### src/hw/rtl/rgb_upscale_2x_quad_average_assert.svh
// Assertion macros for the upscaler RTL.
// Depends on nothing; included by the modules that check their own logic.
`ifndef RGB_UPSCALE_2X_QUAD_AVERAGE_ASSERT_SVH
`define RGB_UPSCALE_2X_QUAD_AVERAGE_ASSERT_SVH

// Condition must hold in the same cycle as the trigger
`define RGBUP_ASSERT_IMPLIES(lbl, clk, rst_n, ante, cons, msg) \
	lbl: assert property (@(posedge clk) disable iff (!rst_n) (ante) |-> (cons)) \
		else $error(msg);

// Condition must hold in the cycle after the trigger
`define RGBUP_ASSERT_NEXT(lbl, clk, rst_n, ante, cons, msg) \
	lbl: assert property (@(posedge clk) disable iff (!rst_n) (ante) |=> (cons)) \
		else $error(msg);

`endif

### src/hw/rtl/rgbup_pkg.sv
// Shared types, constants and the quad-average function of the 2x upscaler.
// Depends on nothing; used by every other RTL file but the assertion header.
`default_nettype none

package rgbup_pkg;

	localparam int PIX_W          = 8;
	localparam int SUM_W          = PIX_W + 2;
	localparam int WIDTH_CFG_W    = 12;
	localparam int HEIGHT_CFG_W   = 13;
	localparam int OUT_ROW_W      = 13;
	localparam int OUT_COL_W      = 12;
	localparam int APB_DATA_W     = 32;
	localparam int APB_ADDR_W     = 3;
	localparam int MAX_WIDTH_DEF  = 2048;
	localparam int MAX_HEIGHT_DEF = 4096;
	localparam int WIDTH_RESET    = 640;
	localparam int HEIGHT_RESET   = 480;
	localparam int QUEUE_DEPTH    = 2;

	// Register index, taken from paddr[2]
	typedef enum logic {
		REG_IMAGE_WIDTH  = 1'b0,
		REG_IMAGE_HEIGHT = 1'b1
	} reg_idx_t;

	// Which block of an entry the back end is emitting
	typedef enum logic {
		PH_INTERIOR = 1'b0,
		PH_BORDER   = 1'b1
	} phase_t;

	typedef struct packed {
		logic [PIX_W-1:0] red;
		logic [PIX_W-1:0] green;
		logic [PIX_W-1:0] blue;
	} rgb_t;

	// One source column of the three-row window
	typedef struct packed {
		rgb_t top;
		rgb_t mid;
		rgb_t bot;
	} wcol_t;

	// Line store word: two rows back and one row back
	typedef struct packed {
		rgb_t older;
		rgb_t recent;
	} line_t;

	typedef struct packed {
		logic [WIDTH_CFG_W-1:0]  width;
		logic [HEIGHT_CFG_W-1:0] height;
		logic                    restart;
	} cfg_t;

	// Work for the back end caused by one source pixel
	typedef struct packed {
		logic                 int_v;
		logic                 bord_v;
		logic [OUT_ROW_W-1:0] int_row;
		logic [OUT_COL_W-1:0] int_col;
		rgb_t [3:0]           int_pix;
		logic [OUT_ROW_W-1:0] bord_row;
		logic [OUT_COL_W-1:0] bord_col;
		rgb_t                 bord_pix;
	} job_t;

	// Per-channel truncated average of four pixels
	function automatic rgb_t avg4(input rgb_t a, input rgb_t b, input rgb_t c, input rgb_t d);
		logic [SUM_W-1:0] sr;
		logic [SUM_W-1:0] sg;
		logic [SUM_W-1:0] sb;
		rgb_t             res;
		sr = SUM_W'(a.red) + SUM_W'(b.red) + SUM_W'(c.red) + SUM_W'(d.red);
		sg = SUM_W'(a.green) + SUM_W'(b.green) + SUM_W'(c.green) + SUM_W'(d.green);
		sb = SUM_W'(a.blue) + SUM_W'(b.blue) + SUM_W'(c.blue) + SUM_W'(d.blue);
		res.red   = sr[SUM_W-1:2];
		res.green = sg[SUM_W-1:2];
		res.blue  = sb[SUM_W-1:2];
		return res;
	endfunction

endpackage

`default_nettype wire

### src/hw/rtl/rgbup_if.sv
// Valid/ready channel interfaces for source pixels and output pixels.
// Depends on rgbup_pkg for field widths.
`default_nettype none


interface rgbup_res_if;
	logic                            valid;
	logic                            ready;
	logic [rgbup_pkg::OUT_ROW_W-1:0] out_row;
	logic [rgbup_pkg::OUT_COL_W-1:0] out_col;
	logic [rgbup_pkg::PIX_W-1:0]     out_red;
	logic [rgbup_pkg::PIX_W-1:0]     out_green;
	logic [rgbup_pkg::PIX_W-1:0]     out_blue;
	logic                            last;

	modport source (output valid, output out_row, output out_col, output out_red,
		output out_green, output out_blue, output last, input ready);
	modport sink (input valid, input out_row, input out_col, input out_red,
		input out_green, input out_blue, input last, output ready);
endinterface

`default_nettype wire

### src/hw/rtl/rgbup_back.sv
// Back end: walks each queued job quadrant by quadrant and drives the
// registered result channel.
// Depends on rgbup_pkg, rgbup_res_if and the assertion macro header.
`default_nettype none
`include "rgb_upscale_2x_quad_average_assert.svh"

module rgbup_back (
	input  wire logic            clk,
	input  wire logic            arst_n,
	input  wire rgbup_pkg::job_t head,
	input  wire logic            head_valid,
	output logic                 pop,
	rgbup_res_if.source          result
);

	rgbup_pkg::phase_t phase_q;
	logic [1:0]        quad_q;
	logic              out_v_q;

	rgbup_pkg::phase_t                 eff_phase;
	logic                              load;
	logic                              final_step;
	logic [rgbup_pkg::OUT_ROW_W-1:0]   row_nxt;
	logic [rgbup_pkg::OUT_COL_W-1:0]   col_nxt;
	rgbup_pkg::rgb_t                   pix_nxt;

	// Border-only jobs start in the border phase
	assign eff_phase  = head.int_v ? phase_q : rgbup_pkg::PH_BORDER;
	assign load       = head_valid && (!out_v_q || result.ready);
	assign final_step = (quad_q == 2'd3)
		&& ((eff_phase == rgbup_pkg::PH_BORDER) || !head.bord_v);
	assign pop        = load && final_step;

	// Select the pixel of the current quadrant
	always_comb begin
		if (eff_phase == rgbup_pkg::PH_INTERIOR) begin
			row_nxt = {head.int_row[rgbup_pkg::OUT_ROW_W-1:1], quad_q[1]};
			col_nxt = {head.int_col[rgbup_pkg::OUT_COL_W-1:1], quad_q[0]};
			pix_nxt = head.int_pix[quad_q];
		end else begin
			row_nxt = {head.bord_row[rgbup_pkg::OUT_ROW_W-1:1], quad_q[1]};
			col_nxt = {head.bord_col[rgbup_pkg::OUT_COL_W-1:1], quad_q[0]};
			pix_nxt = head.bord_pix;
		end
	end

	// Step through quadrants and phases
	always_ff @(posedge clk or negedge arst_n) begin
		if (!arst_n) begin
			phase_q <= rgbup_pkg::PH_INTERIOR;
			quad_q  <= '0;
			out_v_q <= 1'b0;
		end else begin
			if (load) begin
				out_v_q <= 1'b1;
				if (final_step) begin
					phase_q <= rgbup_pkg::PH_INTERIOR;
					quad_q  <= '0;
				end else if (quad_q == 2'd3) begin
					phase_q <= rgbup_pkg::PH_BORDER;
					quad_q  <= '0;
				end else begin
					quad_q <= quad_q + 2'd1;
				end
			end else if (result.ready) begin
				out_v_q <= 1'b0;
			end
		end
	end

	// Output register
	always_ff @(posedge clk) begin
		if (load) begin
			result.out_row   <= row_nxt;
			result.out_col   <= col_nxt;
			result.out_red   <= pix_nxt.red;
			result.out_green <= pix_nxt.green;
			result.out_blue  <= pix_nxt.blue;
			result.last      <= final_step;
		end
	end

	assign result.valid = out_v_q;

	`RGBUP_ASSERT_IMPLIES(a_pop_has_head, clk, arst_n, pop, head_valid, "pop from empty queue")
	`RGBUP_ASSERT_IMPLIES(a_border_phase_has_block, clk, arst_n, head_valid && (phase_q == rgbup_pkg::PH_BORDER), head.bord_v, "border phase on job without border block")
	`RGBUP_ASSERT_NEXT(a_job_held_until_done, clk, arst_n, load && !final_step, head_valid, "job left queue before its final result")
	`RGBUP_ASSERT_NEXT(a_last_on_final, clk, arst_n, load && final_step, result.valid && result.last, "final result not marked last")

endmodule

`default_nettype wire

### src/flat_wrapper.sv
// flat-port wrapper written by rule: the top's interface ports become plain ports
module rgbup_back_flat 
  (clk, arst_n, head, head_valid, pop, result_valid, result_out_row, result_out_col, result_out_red, result_out_green, result_out_blue, result_last, result_ready);
  rgbup_res_if result_i ();
  input  wire logic clk;
  input  wire logic arst_n;
  input  wire rgbup_pkg::job_t head;
  input  wire logic head_valid;
  output logic pop;
  output wire logic [$bits(result_i.valid)-1:0] result_valid;
  output wire logic [$bits(result_i.out_row)-1:0] result_out_row;
  output wire logic [$bits(result_i.out_col)-1:0] result_out_col;
  output wire logic [$bits(result_i.out_red)-1:0] result_out_red;
  output wire logic [$bits(result_i.out_green)-1:0] result_out_green;
  output wire logic [$bits(result_i.out_blue)-1:0] result_out_blue;
  output wire logic [$bits(result_i.last)-1:0] result_last;
  input wire logic [$bits(result_i.ready)-1:0] result_ready;
  assign result_valid = result_i.valid;
  assign result_out_row = result_i.out_row;
  assign result_out_col = result_i.out_col;
  assign result_out_red = result_i.out_red;
  assign result_out_green = result_i.out_green;
  assign result_out_blue = result_i.out_blue;
  assign result_last = result_i.last;
  assign result_i.ready = result_ready;
  rgbup_back u_core (.clk(clk), .arst_n(arst_n), .head(head), .head_valid(head_valid), .pop(pop), .result(result_i));
endmodule
### config.mk
export PLATFORM = sky130hd
export DESIGN_NAME = rgbup_back_flat
export DESIGN_NICKNAME = d
export VERILOG_FILES = /design/src/hw/rtl/rgbup_pkg.sv /design/src/hw/rtl/rgbup_if.sv /design/src/hw/rtl/rgbup_back.sv /design/src/flat_wrapper.sv
export VERILOG_INCLUDE_DIRS = /design/src /design/src/hw/rtl
export SDC_FILE = /design/constraint.sdc
export NUM_CORES = 1
export LEC_CHECK = 0
export BUFFER_PORTS_ARGS = -buffer_cell sky130_fd_sc_hd__buf_4
export CORE_ASPECT_RATIO = 1.75
export CORE_MARGIN = 2
export CORE_UTILIZATION = 40
export CTS_CLUSTER_DIAMETER = 40
export DETAILED_ROUTE_END_ITERATION = 12
export PLACE_DENSITY = 0.8
export SLEW_MARGIN = 20
export SYNTH_ARGS = -nofsm -noshare
export SYNTH_HDL_FRONTEND = slang
export SYNTH_SLANG_ARGS = --single-unit
### constraint.sdc
create_clock -name clk -period 2.35 [get_ports clk]
set_input_delay 0.47 -clock clk [delete_from_list [all_inputs] [get_ports clk]]
set_output_delay 0.47 -clock clk [all_outputs]
set_load 0.02 [all_outputs]
==> run summary, run 1 <==
WORST SETUP PATH
----------------------------------------------------------------------------------------
CP max FO                                                                             21
Worst setup path startpoint                                                 u_core.phase_q$_DFFE_PN0P_
Worst setup path class                                                      flip-flop to output port
Beginning of the worst register-to-register path                            u_core.phase_q$_DFFE_PN0P_
Data required time of the critical path                                          1.88 ns
Type of destination of the critical path                                     output port
Data arrival at the endpoint of the critical path                                1.52 ns
Kind of start point of the critical path                                       flip-flop

CLOCK NETWORK
----------------------------------------------------------------------------------------
TritonCTS clock tree                                                               built
Root buffer cell                                                               clkbuf_16
Max clock buf depth                                                                    2
Number of buffers added for setup after CTS                                            0
H-tree Lvls                                                                            2
Clock insertion delay at the later pin of the skew report                        0.29 ns
Clk sink count                                                                        54
Reg clk slew, reported paths                                                     0.07 ns
TritonCTS Buffers                                                                      5

CELLS AND AREA
----------------------------------------------------------------------------------------
Fraction of final layout cells sized beyond drive strength 1                       66.5%
Leading cell type in the layout, fill and taps excluded                            buf_4
Number of fill cells in the layout                                                   555
Layout overhead on the synthesized area                                            64.2%
Commonest non-fill, non-tap cells in the layout                             buf_4 (228), edfxtp_1 (50), mux2i_1 (48), mux2_2 (26), nand2_1 (25)
Register area                                                                0.00160 mm²
Total area of multi-input combinational cells                                0.00128 mm²
Number of nets in the finished design                                                607
Inserted Diodes                                                                        0

ROUTING
----------------------------------------------------------------------------------------
Via density                                                                         5.13
Remaining DRCs                                                                         0
Number of search-and-repair iterations in the first detailed-routing pass              4
Vias post-DR                                                                        2648
Initial DRC count                                                                     95
Final wirelength                                                                 9280 µm
Detail Route Antenna Nets                                                              0
Routed wirelength normalized by instance count                                   18.0 µm

POWER
----------------------------------------------------------------------------------------
Pwr per Cell Area                                                             760 mW/mm²
Leakage power total                                                              2.31 nW
Maximum vdd drop                                                                  552 µV

GLOBAL ROUTE
----------------------------------------------------------------------------------------
GR Layer Usage met2                                                                43.3%
Total routing resource utilization after global routing                            22.7%
First-pass GRT wire length                                                      14500 µm
Pin count of the biggest net entering global routing                                  38
Number of antenna violations at the first check in global routing                      0
Busiest layer in global routing                                                     met2
Met3 routing resource usage after global routing                                   5.12%
Met1 track demand over resource in global routing                                  22.9%
Vias in the first global route                                                      2861
Overflow after GRT                                                                     0

STA
----------------------------------------------------------------------------------------
Tightest Pin Transition                                                         0.409 ns
Total negative slack                                                                0 ns
Tcrit/Tclk final                                                                   84.9%
Final setup fails                                                                      0
Final Max Slew Viols                                                                   0
RSZ-0062 raised after global routing                                                  no
Setup ws final                                                                  0.355 ns
Final hold violation count                                                             0
Max frequency                                                                  0.501 GHz
Max-slew headroom                                                                  72.8%
Post-Route Skew                                                               0.00662 ns
Time the worst path needs with I/O delays and setup                              1.99 ns

DIE
----------------------------------------------------------------------------------------
Starting density of the core                                                       41.5%
Standard cell core area                                                      0.00723 mm²
Number of rows in the core area                                                       41
Top Ports                                                                            228
Floorplan die width                                                              69.5 µm
Die outline area                                                             0.00825 mm²
Die Ht                                                                            119 µm

RUN STATUS
----------------------------------------------------------------------------------------
Result of the run                                                           finished, final reports clean

LOGIC SYNTHESIS
----------------------------------------------------------------------------------------
Number of library cell types mapped by synthesis                                      21
Area of the mapped netlist                                                   0.00301 mm²
FF+latch count, synth                                                                 54
Area fraction of the dominant cell type after synthesis                            50.0%
Ranking of synthesized cells by area                                        edfxtp_1 (50%), mux2i_1 (16%), o221ai_2 (10%)
Yosys warnings                                                                         0
Avg Synthesized Cell Area                                                       14.5 µm²
Syn nets                                                                             385
Number of instances in the synthesized netlist                                       207
Library cell with the largest summed area after synthesis                       edfxtp_1
Share of synthesized area occupied by flip-flops and latches                       53.3%

PLACED DESIGN
----------------------------------------------------------------------------------------
Placed wire-length estimate                                                      7400 µm
Place WS                                                                        0.473 ns
Number of port buffers                                                               223
GPL Wtd Cong                                                                       0.826

WORST HOLD PATH
----------------------------------------------------------------------------------------
Class of the worst hold path                                                input pin to flip-flop
Worst Min Path Start                                                          head_valid

FLOW RUN
----------------------------------------------------------------------------------------
Maximum capacitance violations                                                         0

-- synth_stat cells --
cell / number
buf_6: 4
buf_2: 8
nand3b_1: 1
nand3_1: 1
mux2_2: 26
or2_1: 1
edfxtp_1: 50
inv_1: 3
clkbuf_1: 1
ha_1: 2
nand2_1: 25
dfrtp_1: 4
nand2b_4: 1
buf_4: 2
nand2b_1: 2
o21ai_0: 1
buf_1: 1
mux2i_1: 48
nor2_1: 2
o221ai_2: 20
o221ai_1: 4
-- cell type report --
cell class	count	share of cell area, %
Sequential cell	54	32.5
Timing Repair Buffer	231	35.7
Clock buffer	6	2.61
Inverter	3	0.228
Multi-Input combinational cell	134	26.0
Tap cell	86	2.18
Clock inverter	2	0.786
-- state kept, by name, summed over array words and instances, names as in the netlist --
register / cells
u_core.result.out_blue: 8
u_core.result.out_green: 8
u_core.result.valid: 1
u_core.result.out_row: 13
u_core.result.last: 1
u_core.phase_q: 1
u_core.result.out_col: 12
u_core.result.out_red: 8
u_core.quad_q: 2
-- path summary, 6_finish.rpt --
kind	to	slack, ns	depth (start not counted)
max	pop	0.36	4
min	u_core.result.valid$_DFFE_PN0P_	0.39	2
min reg2reg	u_core.phase_q$_DFFE_PN0P_	0.54	1
max reg2reg	u_core.result.out_col[9]$_DFFE_PP_	0.67	3
max in group asynchronous	u_core.quad_q[1]$_DFFE_PN0P_	1.71	2
min in group asynchronous	u_core.phase_q$_DFFE_PN0P_	0.52	2
-- report_power, final --
part	total [W]	leakage (nW)	internal, W	switching (W)
clock network	0.000827	0.0810	0.000505	0.000322
registers	0.00130	0.521	0.00124	0.0000633
logic	0.00162	1.71	0.000816	0.000808
-- routing by layer --
layer | part of all wire, % | wire [µm]
met1 | 33 | 3050
met2 | 57 | 5290
met3 | 6.9 | 638
met4 | 3.2 | 301
met5 | 0 | 0
-- metrics by stage --
| step | cells | hold slack, ns | util, % | total power [W] | area [µm²] |
|---|---|---|---|---|---|
| 2_1_floorplan | 207 | 0.174 | - | 0.00241 | 3010 |
| 6_report | 516 | 0.390 | 68.2 | 0.00375 | 4940 |
| 4_1_cts | 516 | 0.384 | 68.2 | 0.00379 | 4940 |
| 3_3_place_gp | 507 | 0.271 | 65.8 | 0.00291 | 4760 |
| 5_1_grt | 516 | 0.392 | 68.2 | 0.00393 | 4940 |
| 3_5_place_dp | 507 | 0.273 | 65.8 | 0.00296 | 4760 |
-- critical path, cell delays in order, from the launching register on --
cell and delay, ns:
dfrtp_1 0.39, nand2b_4 0.27, o21ai_0 0.31, nor2_1 0.09
buf_4 0.16
-- logic make-up after synthesis --
family	count (synthesis)	synth area share, %
AOI/OAI and AO/OA	25	11.3
adders and majority gates	2	0.833
buffers and inverters	19	3.95
DFF	54	53.3
muxes	74	25.7
and+or+nand+nor	33	4.87
-- repair_timing --
item	4_1_cts	5_1_grt
endpoints found under the hold margin	4	0
resized for setup	0	0
hold buffers	1	0
No activity file was read; power rests on OpenSTA's default activity.
==> inputs of run 2 (changes only) <==
--- a/config.mk
+++ b/config.mk
@@ -9,10 +9,10 @@
 export BUFFER_PORTS_ARGS = -buffer_cell sky130_fd_sc_hd__buf_4
 export CORE_ASPECT_RATIO = 1.75
 export CORE_MARGIN = 2
-export CORE_UTILIZATION = 40
+export CORE_UTILIZATION = 36
 export CTS_CLUSTER_DIAMETER = 40
 export DETAILED_ROUTE_END_ITERATION = 12
-export PLACE_DENSITY = 0.8
+export PLACE_DENSITY = 0.76
 export SLEW_MARGIN = 20
 export SYNTH_ARGS = -nofsm -noshare
 export SYNTH_HDL_FRONTEND = slang
==> constraint.sdc (replaced) <==
create_clock -name clk -period 1.74 [get_ports clk]
set_input_delay 0.348 -clock clk [delete_from_list [all_inputs] [get_ports clk]]
set_output_delay 0.348 -clock clk [all_outputs]
set_load 0.02 [all_outputs]
==> run 2 against run 1 <==
Net effect: setup slack worse by 0.24 ns; non-clock buffer count up 3; power up 36%; highest routed layer unchanged; register-to-register slack worse by 0.36 ns; largest power group unchanged; largest cell class unchanged; first-iteration DRC count up 3.2%.
==> run summary, run 2 (synthesis results as in run 1) <==
WORST SETUP PATH
----------------------------------------------------------------------------------------
Largest stage delay, worst path                                                  0.45 ns   was 0.39 ns
CP max FO                                                                              7   was 21
Worst setup path class                                                      flip-flop to output port   unchanged
Worst R2R End                                                               u_core.result.out_blue[6]$_DFFE_PP_   was u_core.result.out_col[9]$_DFFE_PP_
Cell depth of the worst flop-to-flop path                                              3   unchanged
Cell-by-cell listing of the critical path                                   ha_1, o21ai_2, nor2_1, buf_4   was nand2b_4, o21ai_0, nor2_1, buf_4
Data arrival at the endpoint of the critical path                                1.28 ns   was 1.52 ns
Total buffers and inverters traversed by the critical path                             1   unchanged
Highest-delay cell along the critical path                                       dfrtp_2   was dfrtp_1
Reg-to-reg slack, setup                                                          0.31 ns   was 0.67 ns
Type of destination of the critical path                                     output port   unchanged
Kind of cell adding the most delay to the critical path                       flip-flops   unchanged
Kind of start point of the critical path                                       flip-flop   unchanged
Beginning of the worst register-to-register path                            u_core.quad_q[1]$_DFFE_PN0P_   was u_core.phase_q$_DFFE_PN0P_
Data required time of the critical path                                          1.39 ns   was 1.88 ns

STA
----------------------------------------------------------------------------------------
Tcrit/Tclk final                                                                   93.3%
RSZ-0062 raised after global routing                                                  no   unchanged
Total negative slack                                                                0 ns   unchanged
Max frequency                                                                  0.616 GHz
Final hold violation count                                                             0   unchanged
Final Max Slew Viols                                                                   0   unchanged
Max-slew headroom                                                                  75.7%   was 72.8%
Post-Route Skew                                                               0.00662 ns   about the same
Hold WS                                                                         0.285 ns   was 0.390 ns
Tightest Pin Transition                                                         0.364 ns   was 0.409 ns
Time the worst path needs with I/O delays and setup                              1.62 ns
Final setup fails                                                                      0   unchanged

ROUTING
----------------------------------------------------------------------------------------
Initial DRC count                                                                     98   was 95
Vias post-DR                                                                        2600   was 2648
Routed wirelength normalized by instance count                                   17.3 µm   was 18.0 µm
Via density                                                                         4.95   was 5.13
Detail Route Antenna Nets                                                              0   unchanged
Remaining DRCs                                                                         0   unchanged
Final wirelength                                                                 9080 µm   was 9280 µm
Number of search-and-repair iterations in the first detailed-routing pass              4   unchanged

POWER
----------------------------------------------------------------------------------------
Maximum vdd drop                                                                  694 µV   was 552 µV
Pwr per Cell Area                                                            1030 mW/mm²   was 760 mW/mm²
Final total power                                                              0.00512 W   was 0.00375 W
Leakage power total                                                              2.32 nW   was 2.31 nW

GLOBAL ROUTE
----------------------------------------------------------------------------------------
Overflow after GRT                                                                     0   unchanged
First-pass GRT wire length                                                      13400 µm   was 14500 µm
Pin count of the biggest net entering global routing                                  35   was 38
Total routing resource utilization after global routing                            19.4%   was 22.7%
Number of antenna violations at the first check in global routing                      0   unchanged
Vias in the first global route                                                      2685   was 2861

CELLS AND AREA
----------------------------------------------------------------------------------------
Fraction of final layout cells sized beyond drive strength 1                       67.9%   was 66.5%
Leading cell type in the layout, fill and taps excluded                            buf_4   unchanged
Layout overhead on the synthesized area                                            65.8%   was 64.2%
Inserted Diodes                                                                        0   unchanged
Commonest non-fill, non-tap cells in the layout                             buf_4 (231), edfxtp_1 (50), mux2i_1 (48), mux2_2 (26), nand2_1 (24)   was buf_4 (228), edfxtp_1 (50), mux2i_1 (48), mux2_2 (26), nand2_1 (25)
Number of nets in the finished design                                                610   was 607
Post-Layout Cell Count                                                               525   was 516
Number of fill cells in the layout                                                   696   was 555
Flip-flop count of the largest register, all copies and words added                   13   unchanged
Register name with the most flops                                           u_core.result.out_row   unchanged
Final core occ                                                                     60.8%   was 68.2%
Biggest registers after layout                                              u_core.result.out_row: 13 flops, u_core.result.out_col: 12 flops   unchanged

WORST HOLD PATH
----------------------------------------------------------------------------------------
End point of the most critical hold path                                    u_core.result.valid$_DFFE_PN0P_   unchanged
Worst Min Path Start                                                          head_valid   unchanged
Class of the worst hold path                                                input pin to flip-flop   unchanged
Number of instances on the worst hold path                                             2   unchanged

CLOCK NETWORK
----------------------------------------------------------------------------------------
TritonCTS Buffers                                                                      5   unchanged
H-tree Lvls                                                                            2   unchanged
Reg clk slew, reported paths                                                     0.07 ns   about the same
Max clock buf depth                                                                    2   unchanged
Clock insertion delay at the later pin of the skew report                        0.29 ns   about the same
Root buffer cell                                                               clkbuf_16   unchanged
Clk sink count                                                                        54   unchanged
TritonCTS clock tree                                                               built   unchanged

PLACED DESIGN
----------------------------------------------------------------------------------------
Placed wire-length estimate                                                      7460 µm   was 7400 µm
Number of port buffers                                                               223   unchanged
Cell count after placement                                                           516   was 507
GPL Wtd Cong                                                                       0.824   was 0.826

DIE
----------------------------------------------------------------------------------------
Starting density of the core                                                       36.6%   was 41.5%
Die Ht                                                                            125 µm   was 119 µm
Standard cell core area                                                      0.00820 mm²   was 0.00723 mm²
Die outline area                                                             0.00912 mm²   was 0.00825 mm²
Top Ports                                                                            228   unchanged
Floorplan die width                                                              73.1 µm   was 69.5 µm
Number of rows in the core area                                                       44   was 41

RUN STATUS
----------------------------------------------------------------------------------------
Result of the run                                                           finished, final reports clean   unchanged

FLOW RUN
----------------------------------------------------------------------------------------
Maximum capacitance violations                                                         0   unchanged

==> run 2: cell count changes in the layout (fill, tap and decap cells not counted), sizes merged <==
| cell | before | now |
|---|---|---|
| clkbuf | 6 | 5 |
| buf | 230 | 233 |
| clkinvlp | 0 | 1 |
==> run 2: worst max-delay path by stage <==
stage,from,to,slack (ns),cells past startpoint
after floorplan,result_ready,u_core.result.last$_DFFE_PP_,0.008,3
after global placement,result_ready,u_core.result.out_row[4]$_DFFE_PP_,0.29,5
after detailed placement,result_ready,u_core.result.out_row[9]$_DFFE_PP_,0.27,5
after CTS,u_core.quad_q[0]$_DFFE_PN0P_,pop,0.02,4
after global routing,u_core.quad_q[0]$_DFFE_PN0P_,pop,0.05,4
final,u_core.quad_q[0]$_DFFE_PN0P_,pop,0.12,4
==> run 2: worst reg2reg max path: stages (launching register included) <==
cell and delay [ns]:
dfrtp_2 0.42, buf_12 0.24, mux2i_1 0.37, o221ai_2 0.14
==> run 2: repair_timing <==
| item | CTS | global route |
|---|---|---|
| setup buffers | 0 | 0 |
| hold buffers | 1 | 0 |
| cloned | 0 | 0 |
| gates resized for setup | 1 | 2 |
| setup endpoints to repair | 1 | 1 |
| endpoints found under the hold margin | 4 | 0 |
==> run 2: cell type report <==
type / instances / area [µm²] / area share [%]
well taps: 92 / 115 / 2.31
multi-input cells: 134 / 1290 / 25.9
clock buffers: 5 / 125 / 2.51
flip-flops and latches: 54 / 1610 / 32.2
repair buffers: 234 / 1780 / 35.8
clock inverters: 3 / 47.5 / 0.954
inverters: 3 / 15.0 / 0.301
==> run 2: per-stage QoR <==
step | cell area (µm²) | worst slack, ns
finish | 4980 | 0.116
global route | 4980 | 0.0484
CTS | 4980 | 0.0221
detailed placement | 4800 | 0.265
global placement | 4800 | 0.289
floorplan | 3010 | 0.00801
==> run 2: where the power goes <==
part / internal, W / switching (W)
logic: 0.00113 / 0.00109
clock network: 0.000687 / 0.000459
registers: 0.00167 / 0.0000848
==> run 2: layer usage <==
| layer | share of wire, % | vias up | GRT usage, % | wire [µm] |
|---|---|---|---|---|
| met2 | 58 | 112 | 36.6 | 5270 |
| met1 | 33 | 1213 | 19.7 | 2960 |
| li1 | - | 1256 | - | - |
| met3 | 6.3 | 19 | 3.72 | 570 |
| met5 | 0 | - | 0 | 0 |
| met4 | 3.1 | 0 | 8.17 | 279 |
